==> src/rtl/mips_subset_execute_assert.svh <==
// Assertion macros shared by the execute block RTL.
// Depends on a clock named clock and a reset named reset in the using module.
`ifndef MIPS_SUBSET_EXECUTE_ASSERT_SVH
`define MIPS_SUBSET_EXECUTE_ASSERT_SVH

// Checked at every edge outside reset.
`define MSE_ASSERT(lbl, prop, msg) \
   lbl: assert property (@(posedge clock) disable iff (reset) prop) else $error(msg);

// Checked at every edge, reset included.
`define MSE_ASSERT_ALWAYS(lbl, prop, msg) \
   lbl: assert property (@(posedge clock) prop) else $error(msg);

`endif

==> src/rtl/mse_pkg.sv <==
// Package of the MIPS subset execute block: constants, opcodes, types.
// No dependencies.
package mse_pkg;

   localparam int DATA_WORDS = 65536;
   localparam int ADDR_W     = $clog2(DATA_WORDS);

   localparam logic [31:0] DATA_BASE    = 32'h1000_0000;
   localparam logic [31:0] GP_INIT      = 32'h1000_8000;
   localparam logic [31:0] SP_INIT      = 32'(64'(DATA_BASE) + 64'(DATA_WORDS) * 64'd4);
   localparam logic [31:0] DATA_BYTES   = 32'(64'(DATA_WORDS) * 64'd4);
   localparam logic [31:0] START_PC_RST = 32'h0040_0000;
   localparam logic [31:0] JUMP_MASK    = 32'hf000_0000;

   localparam logic [4:0] REG_GP = 5'd28;
   localparam logic [4:0] REG_SP = 5'd29;
   localparam logic [4:0] REG_RA = 5'd31;

   localparam logic [5:0] OP_SPECIAL = 6'h00;
   localparam logic [5:0] OP_J       = 6'h02;
   localparam logic [5:0] OP_JAL     = 6'h03;
   localparam logic [5:0] OP_BEQ     = 6'h04;
   localparam logic [5:0] OP_BNE     = 6'h05;
   localparam logic [5:0] OP_ADDIU   = 6'h09;
   localparam logic [5:0] OP_ANDI    = 6'h0c;
   localparam logic [5:0] OP_LUI     = 6'h0f;
   localparam logic [5:0] OP_TRAP    = 6'h1a;
   localparam logic [5:0] OP_LW      = 6'h23;
   localparam logic [5:0] OP_SW      = 6'h2b;

   localparam logic [5:0] FN_SLL  = 6'h00;
   localparam logic [5:0] FN_SRA  = 6'h03;
   localparam logic [5:0] FN_JR   = 6'h08;
   localparam logic [5:0] FN_MFHI = 6'h10;
   localparam logic [5:0] FN_MFLO = 6'h12;
   localparam logic [5:0] FN_MULT = 6'h18;
   localparam logic [5:0] FN_DIV  = 6'h1a;
   localparam logic [5:0] FN_ADDU = 6'h21;
   localparam logic [5:0] FN_SUBU = 6'h23;
   localparam logic [5:0] FN_SLT  = 6'h2a;

   localparam logic [3:0] TRAP_NEWLINE = 4'h0;
   localparam logic [3:0] TRAP_PRINT   = 4'h1;
   localparam logic [3:0] TRAP_READ    = 4'h5;
   localparam logic [3:0] TRAP_HALT    = 4'ha;

   localparam logic [1:0] KIND_NONE    = 2'd0;
   localparam logic [1:0] KIND_NEWLINE = 2'd1;
   localparam logic [1:0] KIND_VALUE   = 2'd2;
   localparam logic [1:0] KIND_PROMPT  = 2'd3;

   localparam logic [2:0] STAT_RUN   = 3'd0;
   localparam logic [2:0] STAT_HALT  = 3'd1;
   localparam logic [2:0] STAT_DIVZ  = 3'd2;
   localparam logic [2:0] STAT_BADI  = 3'd3;
   localparam logic [2:0] STAT_BADT  = 3'd4;
   localparam logic [2:0] STAT_UNAL  = 3'd5;
   localparam logic [2:0] STAT_RANGE = 3'd6;

   typedef enum logic [2:0] {
      S_IDLE,
      S_EXEC,
      S_MEM,
      S_DIV,
      S_WB
   } state_type;

   typedef struct packed {
      logic              reg_we;
      logic [4:0]        reg_addr;
      logic [31:0]       reg_data;
      logic              hilo_we;
      logic [31:0]       hi;
      logic [31:0]       lo;
      logic              mem_we;
      logic [ADDR_W-1:0] mem_idx;
      logic [31:0]       mem_data;
      logic [31:0]       pc;
      logic [1:0]        kind;
      logic [31:0]       pval;
      logic [2:0]        st;
   } wb_type;

   typedef struct packed {
      logic        done;
      logic [31:0] quot;
      logic [31:0] rem;
   } div_out_type;

endpackage

==> src/rtl/mse_divider.sv <==
// Iterative signed divider, one quotient bit per cycle, 32 steps.
// Depends on mse_pkg for the result struct.
module mse_divider import mse_pkg::*; (
   input  logic        clock,
   input  logic        reset,
   input  logic        start,
   input  logic [31:0] dividend,
   input  logic [31:0] divisor,
   output div_out_type result
);

   logic        run_ff, done_ff;
   logic [4:0]  cnt_ff;
   logic [31:0] rem_ff, quo_ff, dvs_ff;
   logic        neg_q_ff, neg_r_ff;
   logic [32:0] shifted;
   logic [33:0] diff;

   assign shifted = {rem_ff, quo_ff[31]};
   assign diff    = {1'b0, shifted} - {2'b00, dvs_ff};

   always_ff @(posedge clock) begin
      if (reset) begin
         run_ff  <= 1'b0;
         done_ff <= 1'b0;
         cnt_ff  <= 5'd0;
      end else begin
         done_ff <= run_ff && (cnt_ff == 5'd31);
         if (start) begin
            run_ff <= 1'b1;
            cnt_ff <= 5'd0;
         end else if (run_ff) begin
            cnt_ff <= cnt_ff + 5'd1;
            if (cnt_ff == 5'd31) run_ff <= 1'b0;
         end
      end
   end

   // Magnitudes are divided; signs are applied at the end.
   always_ff @(posedge clock) begin
      if (start) begin
         quo_ff   <= dividend[31] ? (32'd0 - dividend) : dividend;
         dvs_ff   <= divisor[31] ? (32'd0 - divisor) : divisor;
         rem_ff   <= 32'd0;
         neg_q_ff <= dividend[31] ^ divisor[31];
         neg_r_ff <= dividend[31];
      end else if (run_ff) begin
         if (!diff[33]) begin
            rem_ff <= diff[31:0];
            quo_ff <= {quo_ff[30:0], 1'b1};
         end else begin
            rem_ff <= shifted[31:0];
            quo_ff <= {quo_ff[30:0], 1'b0};
         end
      end
   end

   assign result.done = done_ff;
   assign result.quot = neg_q_ff ? (32'd0 - quo_ff) : quo_ff;
   assign result.rem  = neg_r_ff ? (32'd0 - rem_ff) : rem_ff;

endmodule

==> config.mk <==
export PLATFORM = sky130hd
export DESIGN_NAME = mse_divider
export DESIGN_NICKNAME = d
export VERILOG_FILES = /design/src/rtl/mips_subset_execute_assert.svh /design/src/rtl/mse_pkg.sv /design/src/rtl/mse_divider.sv
export SDC_FILE = /design/constraint.sdc
export NUM_CORES = 1
export LEC_CHECK = 0
export BUFFER_PORTS_ARGS = -buffer_cell sky130_fd_sc_hd__clkbuf_2
export CORE_UTILIZATION = 60
export CTS_BUF_LIST = sky130_fd_sc_hd__clkbuf_2
export DETAILED_ROUTE_END_ITERATION = 10
export GPL_TIMING_DRIVEN = 1
export PLACE_DENSITY = 0.84
export REMOVE_ABC_BUFFERS = 1
export SLEW_MARGIN = 20
export SYNTH_ARGS = -nofsm -noshare
export SYNTH_HDL_FRONTEND = slang
export SYNTH_SLANG_ARGS = --single-unit
==> constraint.sdc <==
create_clock -name clock -period 4.2 [get_ports clock]
set_input_delay 0.84 -clock clock [delete_from_list [all_inputs] [get_ports clock]]
set_output_delay 0.84 -clock clock [all_outputs]
set_load 0.02 [all_outputs]
==> summary.txt <==
CTS tree = built
Synthesized area per cell = 8.428 µm²
Die H = 119.1 µm
Power per cell area = 318.6 nW/µm²
Total clock sinks = 105
Fin nets = 1,190
Fmax = 243.2 MHz
FF-to-FF End = rem_ff[3]$_SDFFE_PP0P_
# setup viols final = 0
Vias in the first global route = 6,568
Vias per cell = 5.837
Crit start category = flop
Fin. max-slew vios = 0
Gr ovfl total = 0
Asr flop ratio synth = 0
Antenna viol nets, final = 0
Syn-to-layout area delta = 13.19%
TritonRoute pass-1 iters = 5
Row count = 42
Initial Utilization = 0.6187
Critical Path AT = 3.27 ns
Kind of critical path = reg2out
Count of different cell masters after synthesis = 57
Reg2reg setup slack = 0.66 ns
Overall Global Routing Usage = 0.2702
Critical Path Source = quo_ff[17]$_DFFE_PP_
Ports = 132
First-pass GRT wire length = 31.19 mm
Final Cycle Share = 0.9791
Core area = 13,300 µm²
R2R Path Start = rem_ff[19]$_SDFFE_PP0P_
Setup slack at placement = 0.3300 ns
Min-delay worst type = in2reg
Most used DFF post-synth = edfxtp_1
Worst r2r path cells = 11
Setup Skew = 0.02120 ns
Leakage = 3.786 nW
Ys Warns = 0
Slew HR = 0.2535
Post-DP HPWL = 14.08 mm
Routed length per instance = 15.11 µm
Critical Path End Type = output pin
Maximum VDD drop = 0.1583 mV
Max Cap Violations = 0
Most frequent cells in the layout = clkbuf_2 (136), xnor2_1 (103), nor2_1 (95), nand2_1 (80), a21oi_1 (75)
CP endpoint = result[60]
Area of all placed cells without fillers = 9310 µm²
Die area = 14,180 µm²
Buffers on Ports = 131
Yosys reg bits = 105
Crit path required time = 3.36 ns
Sequential area share after synthesis = 0.3359
Tot Pwr = 2.966 mW
EDFF count, synth = 66
Commonest non-fill, non-tap cell in the layout = clkbuf_2
Layout cells sized above 1 = 0.1864
Hold buffer count at cts = 0
CTS Buffer Depth = 2
RSZ-0062 raised after global routing = true
Antenna violations before repair = 1
Reg clk slew, reported paths = 0.24 ns
DRT iter0 DRCs = 513
Min Tclk post-route = 4.112 ns
Status = finished, final reports clean
Global placement routability congestion = 0.9123
CTS root buffer = clkbuf_2
Synth Cell Area = 8225 µm²
DRC Markers = 0
Routed WL = 19.13 mm
H-tree Lvls = 3
Vias = 7,390
Hold_ws = 0.4611 ns
Die span in x = 119.1 µm
Total CTS buffers = 9
Clk_lat worst skew = 0.58 ns
Gate Count Post-Synth = 976
Worst-Margin Slew = 1.120 ns
Final Hold Fails = 0
Largest net degree at the start of global routing = 67
DP Area = 8975 µm²
Worst setup margin = 0.08794 ns
Final core occ = 0.7003
Critical Path Fanout Max = 4
==> cells by family after synthesis <==
kind of cell,share of synthesized area
AOI/OAI and AO/OA,0.2025
xor gates and xnor gates,0.1587
muxes,0.01339
DFF,0.3359
adders and majority gates,0.06024
and+or+nand+nor,0.1803
buffers and inverters,0.04913
==> routing by layer <==
metal	up-vias	part of all wire	track usage
li1	3740	-	-
met1	3359	0.45	0.3714
met2	261	0.47	0.4422
met3	30	0.061	0.03065
met4	0	0.021	0.09019
met5	-	0	0
==> worst min path at each step <==
stage / startpoint / end / cells past startpoint
after floorplan: cnt_ff[4]$_SDFFE_PP0P_ / cnt_ff[4]$_SDFFE_PP0P_ / 2
after global placement: cnt_ff[4]$_SDFFE_PP0P_ / cnt_ff[4]$_SDFFE_PP0P_ / 2
after detailed placement: cnt_ff[4]$_SDFFE_PP0P_ / cnt_ff[4]$_SDFFE_PP0P_ / 2
after CTS: divisor[0] / dvs_ff[0]$_DFFE_PP_ / 1
after global routing: divisor[0] / dvs_ff[0]$_DFFE_PP_ / 1
final: divisor[0] / dvs_ff[0]$_DFFE_PP_ / 1
==> flip-flops by register name, summed over array words and instances (netlist names) <==
name,flops
cnt_ff,5
done_ff,1
dvs_ff,32
neg_q_ff,1
neg_r_ff,1
quo_ff,32
rem_ff,32
run_ff,1
==> Yosys cell counts (5+ instances only) <==
library cell,count,area (µm²)
nand2_1,80,300.3
a211oi_1,22,165.2
or4_1,16,120.1
xnor2_1,103,902.1
a31oi_1,7,43.79
nor4_1,9,56.30
or3_1,23,143.9
a21o_1,11,82.58
xor2_1,46,402.9
mux2i_1,11,110.1
nor2b_1,9,56.30
clkbuf_1,44,165.2
inv_1,52,195.2
a21oi_1,75,375.4
o21ai_0,68,340.3
nand2b_1,11,68.82
o41ai_1,15,131.4
nor2_1,95,356.6
edfxtp_1,66,1982
ha_1,38,475.5
nand3_1,20,100.1
or2_2,7,43.79
nor3_1,14,70.07
nand4_1,5,31.28
o31ai_1,35,262.8
o22ai_1,5,31.28
dfxtp_1,39,780.8
==> stage by stage <==
stage	std cells	TNS [ns]
floorplan	924	0
global placement	1241	0
detailed placement	1241	0
CTS	1262	0
global route	1266	-0.3050
finish	1266	0
==> area by class of cell <==
type                            count  area [µm²]
Clock inverter                      5       47.55
Antenna cell                        1       2.502
Inverter                           52       195.2
Tap cell                          176       220.2
Multi-Input combinational cell    767        5211
Sequential cell                   105        2771
Clock buffer                       11       55.05
Timing Repair Buffer              149       807.0
Fill cell                        1075        3985
==> worst max-delay path, cell delays in order, from the launching register on <==
cell,delay (ns)
edfxtp_1,0.46
or4_4,0.55
or3_4,0.38
or2_4,0.26
nor4_4,0.12
buf_4,0.16
buf_6,0.10
nand3_4,0.09
o31ai_4,0.28
xnor2_1,0.14
buf_4,0.16
==> power breakdown <==
| part | switching (mW) | total [mW] | internal, mW |
|---|---|---|---|
| Combinational | 0.697 | 1.17 | 0.474 |
| Sequential | 0.124 | 1.33 | 1.21 |
| Clock | 0.325 | 0.462 | 0.137 |
==> what timing repair did <==
action / in CTS / in global routing
hold endpoints to repair: 0 / 0
pin swaps: 2 / 3
gates resized for setup: 11 / 32
buffers inserted: 5 / 3
endpoints found under the setup margin: 15 / 16
No activity file was read; power rests on OpenSTA's default activity.
